<file path="config.mk">
export PLATFORM = sky130hd
export DESIGN_NAME = xoroshiro128plus_generator
export DESIGN_NICKNAME = d
export VERILOG_FILES = /design/src/hw/rtl/xoro_pkg.sv /design/src/hw/rtl/xoroshiro128plus_generator.sv /design/src/hw/rtl/xoro_divider.sv /design/src/hw/rtl/xoro_state.sv
export SDC_FILE = /design/constraint.sdc
export NUM_CORES = 2
export LEC_CHECK = 0
export BUFFER_PORTS_ARGS = -buffer_cell sky130_fd_sc_hd__buf_2
export CORE_MARGIN = 1.5
export CORE_UTILIZATION = 50
export DETAILED_ROUTE_END_ITERATION = 16
export PLACE_DENSITY = 0.67
export SLEW_MARGIN = 20
export SYNTH_ARGS = -nofsm -noshare
export SYNTH_HDL_FRONTEND = slang
export SYNTH_SLANG_ARGS = --single-unit
</file>
<file path="constraint.sdc">
create_clock -name clk_i -period 4.69 [get_ports clk_i]
set_clock_uncertainty 0.15 [all_clocks]
set_input_delay 0 -clock clk_i [delete_from_list [all_inputs] [get_ports clk_i]]
set_output_delay 0 -clock clk_i [all_outputs]
set_load 0.01 [all_outputs]
</file>
<file path="src/hw/rtl/xoro_pkg.sv">
// Shared types, constants and the generator step function for the xoroshiro128+ block.
// No dependencies; every other file in hw/rtl imports this package.
`timescale 1ns / 1ps

package xoro_pkg;

  localparam int unsigned WordW   = 64;
  localparam int unsigned ModeW   = 2;
  localparam int unsigned CfgIdxW = 1;
  localparam int unsigned InDataW = 72;
  localparam int unsigned JumpLen = 128;
  localparam int unsigned JumpCntW = $clog2(JumpLen);

  localparam logic [ModeW-1:0] MODE_RAW   = 2'd0;
  localparam logic [ModeW-1:0] MODE_BOUND = 2'd1;
  localparam logic [ModeW-1:0] MODE_JUMP  = 2'd2;

  localparam logic [CfgIdxW-1:0] REG_SEED0 = 1'b0;
  localparam logic [CfgIdxW-1:0] REG_SEED1 = 1'b1;

  localparam logic [WordW-1:0] Seed0Reset = 64'd1;
  localparam logic [WordW-1:0] Seed1Reset = 64'd0;

  // Jump polynomial, lower word in the low half; bit k is used at jump step k.
  localparam logic [JumpLen-1:0] JumpPoly = {64'hd86b048b86aa9922, 64'hbeac0467eba5facb};

  typedef struct packed {
    logic step;      // advance the generator by one step
    logic acc_clr;   // clear the jump accumulator
    logic acc_xor;   // fold the current state into the accumulator
    logic acc_load;  // replace the state by the accumulator
  } state_ctl_t;

  typedef struct packed {
    logic [WordW-1:0] w0;
    logic [WordW-1:0] w1;
  } gen_state_t;

  // One xoroshiro128+ step: rotate 55, shift 14, rotate 36.
  function automatic gen_state_t xoro_advance(input gen_state_t s);
    gen_state_t       n;
    logic [WordW-1:0] b;
    b    = s.w1 ^ s.w0;
    n.w0 = {s.w0[8:0], s.w0[63:9]} ^ b ^ {b[49:0], 14'd0};
    n.w1 = {b[27:0], b[63:28]};
    return n;
  endfunction

endpackage

</file>
<file path="src/hw/rtl/xoroshiro128plus_generator.sv">
// Top level of the xoroshiro128+ generator: sequencer, output register and channels.
// Depends on xoro_pkg, xoro_state and xoro_divider.
//
//   Channel     Direction  Contents
//   s_axis      in         tdata[1:0] mode, tdata[65:2] bound, tdata[71:66] zero
//   m_axis      out        tdata[63:0] value
//   cfg         in         write enable, register index, 64-bit seed word
//
// A raw draw, a zero bound and the unused mode go from acceptance straight to the finish; a jump
// passes the accepting cycle, one step per jump-polynomial bit, a load and a finish.
// A bounded draw passes acceptance, the range division and the finish, plus, for each draw,
// one step and one pass of the shared divider.
// Reset loads the state from the seed reset values. One item is in work at a time;
// a finished result waits in the output register while the next item is taken, and the
// sequencer holds its result if the output register is still full.
`timescale 1ns / 1ps

module xoroshiro128plus_generator import xoro_pkg::*; (
  input  logic               clk_i,
  input  logic               rst_ni,
  input  logic               s_axis_tvalid,
  output logic               s_axis_tready,
  input  logic [InDataW-1:0] s_axis_tdata,   // [1:0] mode, [65:2] bound
  output logic               m_axis_tvalid,
  input  logic               m_axis_tready,
  output logic [WordW-1:0]   m_axis_tdata,   // [63:0] value
  input  logic               cfg_we_i,
  input  logic [CfgIdxW-1:0] cfg_idx_i,
  input  logic [WordW-1:0]   cfg_data_i
);

  typedef enum logic [2:0] {
    ST_IDLE,
    ST_DIV_RANGE,
    ST_DRAW,
    ST_DIV_DRAW,
    ST_JUMP,
    ST_JLOAD,
    ST_FINISH
  } fsm_e;

  fsm_e                state_q;
  logic [WordW-1:0]    bound_q;
  logic [WordW-1:0]    range_q;
  logic [WordW-1:0]    res_q;
  logic [JumpCntW-1:0] jcnt_q;
  logic                m_tvalid_q;
  logic [WordW-1:0]    m_tdata_q;

  logic [ModeW-1:0]    in_mode;
  logic [WordW-1:0]    in_bound;
  logic                accept;
  state_ctl_t          ctl;
  logic [WordW-1:0]    sum;
  logic                div_start;
  logic [WordW-1:0]    div_dividend;
  logic [WordW-1:0]    div_divisor;
  logic                div_busy;
  logic                div_done;
  logic [WordW-1:0]    div_quot;

  assign in_mode  = s_axis_tdata[ModeW-1:0];
  assign in_bound = s_axis_tdata[ModeW+WordW-1:ModeW];
  assign accept   = s_axis_tvalid && s_axis_tready;
  assign s_axis_tready = (state_q == ST_IDLE);

  always_comb begin
    ctl          = '0;
    div_start    = 1'b0;
    div_dividend = sum;
    div_divisor  = range_q;
    if (accept) begin
      case (in_mode)
        MODE_RAW:   ctl.step = 1'b1;
        MODE_BOUND: begin
          if (in_bound != '0) begin
            div_start    = 1'b1;
            div_dividend = '1;
            div_divisor  = in_bound;
          end
        end
        MODE_JUMP:  ctl.acc_clr = 1'b1;
        default:    ;
      endcase
    end
    case (state_q)
      ST_DRAW: begin
        // The draw divides the sum taken before the step.
        ctl.step  = 1'b1;
        div_start = 1'b1;
      end
      ST_JUMP: begin
        ctl.step    = 1'b1;
        ctl.acc_xor = JumpPoly[jcnt_q];
      end
      ST_JLOAD: ctl.acc_load = 1'b1;
      default:  ;
    endcase
  end

  always_ff @(posedge clk_i or negedge rst_ni) begin
    if (!rst_ni) begin
      state_q    <= ST_IDLE;
      jcnt_q     <= '0;
      m_tvalid_q <= 1'b0;
      bound_q    <= '0;
      range_q    <= '0;
      res_q      <= '0;
      m_tdata_q  <= '0;
    end else begin
      // In the finish state the output register is handled below.
      if (m_tvalid_q && m_axis_tready && state_q != ST_FINISH) begin
        m_tvalid_q <= 1'b0;
      end
      case (state_q)
        ST_IDLE: begin
          if (accept) begin
            bound_q <= in_bound;
            case (in_mode)
              MODE_RAW: begin
                res_q   <= sum;
                state_q <= ST_FINISH;
              end
              MODE_BOUND: begin
                res_q <= '0;
                if (in_bound != '0) begin
                  state_q <= ST_DIV_RANGE;
                end else begin
                  state_q <= ST_FINISH;
                end
              end
              MODE_JUMP: begin
                res_q   <= '0;
                jcnt_q  <= '0;
                state_q <= ST_JUMP;
              end
              default: begin
                res_q   <= '0;
                state_q <= ST_FINISH;
              end
            endcase
          end
        end
        ST_DIV_RANGE: begin
          if (div_done) begin
            range_q <= div_quot;
            state_q <= ST_DRAW;
          end
        end
        ST_DRAW: state_q <= ST_DIV_DRAW;
        ST_DIV_DRAW: begin
          if (div_done) begin
            if (div_quot < bound_q) begin
              res_q   <= div_quot;
              state_q <= ST_FINISH;
            end else begin
              state_q <= ST_DRAW;
            end
          end
        end
        ST_JUMP: begin
          jcnt_q <= jcnt_q + 1'b1;
          if (jcnt_q == JumpCntW'(JumpLen - 1)) begin
            state_q <= ST_JLOAD;
          end
        end
        ST_JLOAD: state_q <= ST_FINISH;
        ST_FINISH: begin
          if (!m_tvalid_q || m_axis_tready) begin
            m_tvalid_q <= 1'b1;
            m_tdata_q  <= res_q;
            state_q    <= ST_IDLE;
          end
        end
        default: state_q <= ST_IDLE;
      endcase
    end
  end

  xoro_state u_state (
    .clk_i      (clk_i),
    .rst_ni     (rst_ni),
    .cfg_we_i   (cfg_we_i),
    .cfg_idx_i  (cfg_idx_i),
    .cfg_data_i (cfg_data_i),
    .ctl_i      (ctl),
    .sum_o      (sum)
  );

  xoro_divider u_divider (
    .clk_i      (clk_i),
    .rst_ni     (rst_ni),
    .start_i    (div_start),
    .dividend_i (div_dividend),
    .divisor_i  (div_divisor),
    .busy_o     (div_busy),
    .done_o     (div_done),
    .quotient_o (div_quot)
  );

  assign m_axis_tvalid = m_tvalid_q;
  assign m_axis_tdata  = m_tdata_q;

  // The divider is never restarted while a division is still running.
  assert property (@(posedge clk_i) disable iff (!rst_ni) div_start |-> !div_busy)
    else $error("divider started while busy");

  // A division result only ever arrives while the sequencer waits for one.
  assert property (@(posedge clk_i) disable iff (!rst_ni)
    div_done |-> (state_q == ST_DIV_RANGE || state_q == ST_DIV_DRAW))
    else $error("divider finished outside a wait state");

  // A new result only appears after the sequencer has finished an item.
  assert property (@(posedge clk_i) disable iff (!rst_ni)
    $rose(m_tvalid_q) |-> $past(state_q == ST_FINISH))
    else $error("result raised without a finished item");

  // A bounded result handed over is always below its bound.
  assert property (@(posedge clk_i) disable iff (!rst_ni)
    (state_q == ST_DIV_DRAW && div_done && div_quot < bound_q) |=> (res_q < bound_q))
    else $error("bounded result not below its bound");

endmodule

</file>
<file path="src/hw/rtl/xoro_divider.sv">
// Iterative restoring divider, one quotient bit per cycle, for 64-bit unsigned operands.
// Depends on xoro_pkg for the word width.
`timescale 1ns / 1ps

module xoro_divider import xoro_pkg::*; (
  input  logic             clk_i,
  input  logic             rst_ni,
  input  logic             start_i,
  input  logic [WordW-1:0] dividend_i,
  input  logic [WordW-1:0] divisor_i,
  output logic             busy_o,
  output logic             done_o,
  output logic [WordW-1:0] quotient_o
);

  localparam int unsigned CntW = $clog2(WordW);

  logic [WordW-1:0] rem_q, rem_d;
  logic [WordW-1:0] quo_q, quo_d;
  logic [WordW-1:0] div_q;
  logic [CntW-1:0]  cnt_q;
  logic             busy_q;
  logic             done_q;
  logic [WordW:0]   shifted;
  logic             ge;

  // The quotient register doubles as the dividend shifter: dividend bits leave at the top
  // while quotient bits enter at the bottom.
  always_comb begin
    shifted = {rem_q, quo_q[WordW-1]};
    ge      = (shifted >= {1'b0, div_q});
    rem_d   = ge ? WordW'(shifted - {1'b0, div_q}) : shifted[WordW-1:0];
    quo_d   = {quo_q[WordW-2:0], ge};
  end

  always_ff @(posedge clk_i or negedge rst_ni) begin
    if (!rst_ni) begin
      busy_q <= 1'b0;
      done_q <= 1'b0;
      cnt_q  <= '0;
    end else begin
      done_q <= 1'b0;
      if (start_i) begin
        busy_q <= 1'b1;
        cnt_q  <= '0;
      end else if (busy_q) begin
        cnt_q <= cnt_q + 1'b1;
        if (cnt_q == CntW'(WordW - 1)) begin
          busy_q <= 1'b0;
          done_q <= 1'b1;
        end
      end
    end
  end

  always_ff @(posedge clk_i) begin
    if (start_i) begin
      rem_q <= '0;
      quo_q <= dividend_i;
      div_q <= divisor_i;
    end else if (busy_q) begin
      rem_q <= rem_d;
      quo_q <= quo_d;
    end
  end

  assign busy_o     = busy_q;
  assign done_o     = done_q;
  assign quotient_o = quo_q;

endmodule

</file>
<file path="src/hw/rtl/xoro_state.sv">
// Generator state words, seed registers and the jump accumulator.
// Depends on xoro_pkg for the step function and the control struct.
`timescale 1ns / 1ps

module xoro_state import xoro_pkg::*; (
  input  logic               clk_i,
  input  logic               rst_ni,
  input  logic               cfg_we_i,
  input  logic [CfgIdxW-1:0] cfg_idx_i,
  input  logic [WordW-1:0]   cfg_data_i,
  input  state_ctl_t         ctl_i,
  output logic [WordW-1:0]   sum_o
);

  logic [WordW-1:0] seed0_q, seed0_d;
  logic [WordW-1:0] seed1_q, seed1_d;
  gen_state_t       gen_q, gen_d;
  gen_state_t       acc_q;

  always_comb begin
    seed0_d = seed0_q;
    seed1_d = seed1_q;
    if (cfg_we_i) begin
      case (cfg_idx_i)
        REG_SEED0: seed0_d = cfg_data_i;
        REG_SEED1: seed1_d = cfg_data_i;
        default:   ;
      endcase
    end
    gen_d = gen_q;
    if (cfg_we_i) begin
      // A write to either seed reloads both state words.
      gen_d.w0 = seed0_d;
      gen_d.w1 = seed1_d;
    end else if (ctl_i.acc_load) begin
      gen_d = acc_q;
    end else if (ctl_i.step) begin
      gen_d = xoro_advance(gen_q);
    end
  end

  always_ff @(posedge clk_i or negedge rst_ni) begin
    if (!rst_ni) begin
      seed0_q  <= Seed0Reset;
      seed1_q  <= Seed1Reset;
      gen_q.w0 <= Seed0Reset;
      gen_q.w1 <= Seed1Reset;
    end else begin
      seed0_q <= seed0_d;
      seed1_q <= seed1_d;
      gen_q   <= gen_d;
    end
  end

  always_ff @(posedge clk_i) begin
    if (ctl_i.acc_clr) begin
      acc_q <= '0;
    end else if (ctl_i.acc_xor) begin
      acc_q <= acc_q ^ gen_q;
    end
  end

  assign sum_o = gen_q.w0 + gen_q.w1;

endmodule
</file>
## After elaboration in Yosys (flattened, before gate mapping)

Memory sizes are Yosys's and may differ from the RTL's.
Cells that the tools add are included.

| storage, ports and cells | value |
|---|---|
| word-level logic and storage cells | 123 |
| latch bits | 0 |
| memories | 1 |
| bits in read-only memories | 128 |
| register bits | 851 |
| memory bits (writable) | 0 |
| output and inout port bits | 66 |
| input bits | 142 |

| cells by class | value |
|---|---|
| multiply operators | 0 |
| magnitude comparators | 3 |
| div/mod/pow operators | 0 |
| shift operators | 0 |
| add/sub/neg operators | 4 |
| multiplexer cells | 55 |
| bitwise gates (word level) | 4 |
| equality and inequality tests | 18 |
| reductions and logical operators | 19 |

Memory list:

| name | words | width | rd ports | clocked after Yosys merged registers in | wr ports | line | text |
|---|---|---|---|---|---|---|---|
| (no name shown) | 128 | 1 | 1 | 0 | 0 | xoroshiro128plus_generator.sv:94 | `ctl.acc_xor = JumpPoly[jcnt_q];` |

Operators by type and width:

| kind | number |
|---|---|
| 2-to-1 mux 64 bit | 17 |
| 2-to-1 mux 128 bit | 3 |
| bitwise XOR 64 bit | 3 |
| one-hot mux 64 bit (2 select lines) | 1 |
| bitwise XOR 128 bit | 1 |
| greater-or-equal comparator 65 x 64 -> 1 bit | 1 |
| adder 64 bit | 1 |
| less-than comparator 64 bit | 1 |
| nonzero test 64 bit | 1 |
| subtractor 64 bit | 1 |
| 2-to-1 mux 3 bit | 7 |
| one-hot mux 3 bit (7 select lines) | 1 |
| 2-to-1 mux 1 bit | 19 |
| 2-to-1 mux 7 bit | 2 |
| one-hot mux 7 bit (2 select lines) | 1 |
| 2-to-1 mux 6 bit | 2 |
| == test 3 bit (second input constant) | 3 |
| less-than comparator 7 x 8 -> 1 bit (second input constant) | 1 |
| != test 2 x 1 -> 1 bit (second input constant) | 4 |
| adder 7 x 1 -> 7 bit (second input constant) | 1 |
| == test 7 bit (second input constant) | 1 |
| adder 6 x 1 -> 6 bit (second input constant) | 1 |
| == test 3 x 2 -> 1 bit (second input constant) | 2 |
| == test 6 bit (second input constant) | 1 |
| 19 further kinds | 27 |

## Logic depth before layout (Yosys ltp)

| logic depth | value |
|---|---|
| depth in word-level cells | 7 |
| gate-level depth with buffers | 16 |
| depth with buffers taken out | 14 |

## Hierarchy

Synthesis repeated with hierarchy kept, for this count alone.

| second synthesis, totals | value |
|---|---|
| cell total of the unflattened synthesis | 5054 |
| area total of the unflattened synthesis | 49012.0 µm² |

Modules (own cells, without submodules):

| module | instances | area each (µm²) | cells each | sequential area each (µm²) |
|---|---|---|---|---|
| xoro_state | 1 | 22466.5 | 2404 | 8971.1 |
| xoroshiro128plus_generator | 1 | 14089.8 | 1348 | 6681.4 |
| xoro_divider | 1 | 12455.7 | 1302 | 5325.1 |

## Worst setup path after synthesis

OpenSTA, ideal clock, no wires.

| timing path | value |
|---|---|
| path type | flip-flop to flip-flop |
| start point | register state_q[2] |
| end point | register u_divider.div_q[0], enable pin |
| arrival | 3.763 ns |
| setup time | 0.453 ns |
| period minus slack after synthesis | 4.367 ns |
| slack | 0.323 ns |
| stages on the path, launching flop included | 9 |
| data required time | 4.087 ns |
| buffers on the path | 3 |
| cells stage by stage | dfrtp_1 > clkbuf_1 > nor3_1 > and2_1 > and2_1 > nor2_1 > inv_1 > clkbuf_1 > clkbuf_1 |

| between the ends | value |
|---|---|
| longest elaborated chain between the ends | 4 |
| elaborated cells on any way between the ends | 5 |
| those cells by class | 1 x eq/ne; 2 x mux; 2 x reduce/logical |

Ends and longest elaborated chain:

| item | line | text |
|---|---|---|
| from (decl) | xoroshiro128plus_generator.sv:42 | `fsm_e state_q;` |
| from (signal assigned) | xoroshiro128plus_generator.sv:103 | `state_q <= ST_IDLE;` |
| from (signal assigned) | xoroshiro128plus_generator.sv:122 | `state_q <= ST_FINISH;` |
| from (signal assigned) | xoroshiro128plus_generator.sv:127 | `state_q <= ST_DIV_RANGE;` |
| logical NOT 3 bit | xoroshiro128plus_generator.sv:65 | `assign s_axis_tready = (state_q == ST_IDLE);` |
| named net s_axis_tready | xoroshiro128plus_generator.sv:22 | `output logic s_axis_tready,` |
| logical AND 1 bit | xoroshiro128plus_generator.sv:64 | `assign accept = s_axis_tvalid && s_axis_tready;` |
| 2-to-1 mux 1 bit | xoroshiro128plus_generator.sv:72 | `if (accept) begin` |
| 2-to-1 mux 1 bit | xoroshiro128plus_generator.sv:86 | `case (state_q)` |
| to (signal assigned) | xoro_divider.sv:60 | `div_q <= divisor_i;` |
| to (decl) | xoro_divider.sv:20 | `logic [WordW-1:0] div_q;` |

The timed path passes the listed nets, and every way through them passes these cells.
A chain may end at the register's enable or synchronous reset.

## Worst setup path in the final report

| timing path | value |
|---|---|
| start point | register u_state.gen_q[64] (netlist bit) |
| end point | register u_divider.quo_q[52], in the netlist u_divider.quotient_o[52] (data pin) |

| between the ends | value |
|---|---|
| longest elaborated chain between the ends | 5 |

Ends and longest elaborated chain:

| item | line | text |
|---|---|---|
| from (decl) | xoro_state.sv:17 | `gen_state_t gen_q, gen_d;` |
| from (signal assigned) | xoro_state.sv:51 | `gen_q <= gen_d;` |
| adder 64 bit * | xoro_state.sv:63 | `assign sum_o = gen_q.w0 + gen_q.w1;` |
| 2-to-1 mux 64 bit | xoroshiro128plus_generator.sv:76 | `if (in_bound != '0) begin` |
| 2-to-1 mux 64 bit | xoroshiro128plus_generator.sv:73 | `case (in_mode)` |
| 2-to-1 mux 64 bit * | xoroshiro128plus_generator.sv:72 |  |
| 2-to-1 mux 64 bit * | xoro_divider.sv:57 | `if (start_i) begin` |
| to (signal assigned) | xoro_divider.sv:59 | `quo_q <= dividend_i;` |
| to (signal assigned) | xoro_divider.sv:63 | `quo_q <= quo_d;` |
| to (decl) | xoro_divider.sv:19 | `logic [WordW-1:0] quo_q, quo_d;` |

Mark *: on every way between the ends. The rest lies on a longest branch, timed or not.

==> summary.txt <==
Placed design
  • Gpl congestion: roughly 0.97
  • Placed inst area: roughly 0.050 sq mm
  • Placed cell count: 6277
  • I/O Buffers: between 200 and 250
  • Pre-CTS WS: between 0.3 and 0.4 ns
  • DP Wirelength: ~100 mm

Finish
  • Share of cells above drive strength 1: 0.154
  • Final net count: 5721
  • Most frequent cells in the layout: 772 x nand2_1, 528 x dfrtp_1, 514 x o21ai_0
  • Area delta synth->final: 17.4%
  • Cell Count, Final, Fillers Out: 6718
  • Commonest non-fill, non-tap cell in the layout: nand2_1
  • Biggest regs: u_state.acc_q (128), u_state.gen_q (128)
  • Final Cell Area: 0.0555 sq mm

Detailed routing
  • Total iterations of the first detailed-routing run: 7
  • Final wirelength: around 150 mm
  • Uppermost layer routed: met5
  • Vias: slightly below 40000
  • Met3 wire length: ~8.9 mm
  • Initial DRC count: around 3400
  • Met2 Routed Length: about 70 mm
  • Final ANT Viol Nets: 0
  • Wire per inst: 22.1 um
  • Vias per Instance: 5.77
  • DRC: 0
  • WL met1: 63.6 mm

Clock tree
  • TritonCTS clock tree: built
  • CTS buffer count: 95
  • Clk Latency, worst-skew pair: between 0.6 and 0.7 ns
  • CTS H-Tree Depth: 3
  • Sink Count: around 850
  • Root Buffer: clkbuf_16
  • CTS Buffer Depth: 3
  • Register clock-pin slew on the reported worst setup and hold paths: 0.06 ns
  • CTS resizes: 0

Pwr
  • Internal power: between 20 and 30 mW
  • LEAKAGE: 24.6 nW
  • PD cells: between 800 and 900 mW/mm^2
  • Switching pwr: 22.0 mW
  • VDD IR max: 0.524 mV
  • Total power: 47.6 mW
  • Clock power share: 0.168
  • Sw frac: 0.463
  • Seq pwr share: 0.276
  • Gate power share: 0.556

Timing
  • Rel. slew slack: 0.270
  • Period utilization: 0.953
  • Final min period: approximately 4.5 ns
  • Worst setup margin: 0.222 ns
  • Sum Neg Setup Slack: 0 ns
  • Final Hold Fails: 0
  • Slew Limit Fails: 0
  • FMAX: 224 MHz
  • RSZ-0062 raised after global routing: no
  • Worst slew pin tran: between 1 and 1.5 ns
  • # setup viols final: 0

Yosys
  • Share of the synthesized area in the top cell type: 0.280
  • Syn. warnings: 0
  • Syn avg cell area: 9.32 sq um
  • Post-synthesis sequential area ratio: 0.444
  • EDFF count, synth: between 100 and 150
  • Post-synth ARST share: 0.624
  • Synth top area cells: dfrtp_1 28%, mux2_2 8.5%, dfxtp_1 8.1%
  • Yosys cell types: 80
  • Ys flop type: dfrtp_1
  • Syn Inst Count: 5068
  • Syn Std Cell Area: about 0.047 sq mm
  • Synth Register Bits: approximately 850
  • Area leader, netlist: dfrtp_1
  • Syn nets: between 5000 and 6000

Min path
  • Worst hold path startpoint: cfg_data_i[51]
  • Hold Path Stages: 3
  • Worst Hold Path EP: u_state.seed1_q[51]$_DFF_PN0_
  • HP Class: input pin to flop

Global routing
  • Vias in the first global route: ~38000
  • First-pass GRT wire length: roughly 230 mm
  • Initial antenna violation count: 5
  • All-layer global routing usage: 0.307
  • Largest net degree at the start of global routing: between 150 and 200
  • GRT overflow: 0

Worst setup path
  • Register-to-Register Setup Slack: between 0.2 and 0.25 ns
  • RR Endpoint: u_divider.quotient_o[52]$_DFFE_PP_
  • Startpoint Class: flop
  • Arrival @ worst endpoint: between 4 and 5 ns
  • Reg2reg start: u_state.gen_q[64]$_DFFE_PN1P_
  • Worst Path Required: between 4 and 5 ns
  • Setup CP Type: flop to flop
  • CP Capture Type: flop
  • Crit-path max FO: 4
  • R2r worst-path depth: 14

Flow run
  • Max-cap violations: 0

Floorplanning
  • Site row count: ~110
  • # IOs: about 210
  • Die width: ~310 um
  • Die Area: slightly below 0.1 sq mm
  • Core area: slightly above 0.09 sq mm
  • Die Span Y: approximately 310 um
  • Starting Density: 0.506

Status
  • Status: completed
[cell families (layout without fill, tap and decap cells)]
group,Yosys count,in the layout,synth area share
AND/OR/NAND/NOR,1409,1409,0.124
other,0,4,0
buffers and inverters,514,906,0.0422
multiplexers,494,494,0.114
adder cells (fa/ha/maj),202,202,0.0538
flip-flops,851,851,0.444
XOR/XNOR,360,360,0.0667
AO/OA/AOI/OAI,1238,1238,0.155
[how the worst max path moves through the flow]
stage / to / startpoint
floorplan: u_divider.div_q[0]$_DFFE_PN_ / state_q[2]$_DFFE_PN0P_
global placement: u_divider.quotient_o[52]$_DFFE_PP_ / u_state.gen_q[64]$_DFFE_PN1P_
detailed placement: u_divider.quotient_o[52]$_DFFE_PP_ / u_state.gen_q[64]$_DFFE_PN1P_
CTS: u_divider.quotient_o[52]$_DFFE_PP_ / u_state.gen_q[64]$_DFFE_PN1P_
global route: u_divider.quotient_o[52]$_DFFE_PP_ / u_state.gen_q[64]$_DFFE_PN1P_
finish: u_divider.quotient_o[52]$_DFFE_PP_ / u_state.gen_q[64]$_DFFE_PN1P_
[Yosys cell counts (32+ instances only)]
cell type	number
nand2_1	773
buf_2	45
o21bai_1	32
mux2i_1	135
ha_1	200
nand3_1	37
nand4_1	61
clkbuf_1	266
dfrtp_1	529
xnor2_1	141
dfxtp_1	192
o21ai_0	514
a21o_1	103
mux2_2	358
edfxtp_1	128
xor2_1	219
a21oi_1	322
nor2_1	387
a211oi_1	48
inv_1	179
[critical path, stage by stage (launching register included)]
cell and delay (ns):
dfstp_2 0.56, ha_1 0.20, fa_1 0.35, a211oi_1 0.12, nor2_1 0.27, o211ai_1 0.21, a211oi_1 0.41, o21ai_0 0.20
buf_4 0.21, a21boi_0 0.36, nor2_1 0.12, o21ai_0 0.43, a21oi_1 0.15, xor2_1 0.31, a21oi_1 0.14
[routing by layer]
metal / GRT usage / up-vias
li1: - / 18300
met1: 0.413 / 18900
met2: 0.490 / 1333
met3: 0.0440 / 314
met4: 0.139 / 6
met5: 0 / -
[per-stage QoR]
step           hold WS [ns]  utilization
6_report            0.00272        0.594
4_1_cts             0.00143        0.594
3_5_place_dp         -0.105        0.530
5_1_grt             0.00702        0.594
2_1_floorplan        -0.446            -
3_3_place_gp        -0.0929        0.530
[power groups by stage]
stage	Combinational (mW)	Sequential, mW	Clock, mW
2_1_floorplan	17.7	12.3	0
3_3_place_gp	25.3	13.1	0
3_5_place_dp	25.6	13.2	0
4_1_cts	26.1	13.0	8.11
5_1_grt	28.8	13.4	8.40
6_report	26.5	13.1	8.02
[timing repair]
action                    in CTS  in global routing
hold buffers                 257                  0
buffers inserted               0                  0
hold endpoints to repair    1002                  0
[cell type report]
class                           instances  area (sq um)
Antenna cell                            4          10.0
Clock buffer                          137          2800
Clock inverter                         43           568
Fill cell                            8062         38000
Inverter                              180           678
Multi-Input combinational cell       3703         24400
Sequential cell                       851         21000
Tap cell                             1254          1570
Timing Repair Buffer                  546          4500
(Power assumes the default switching activity.)
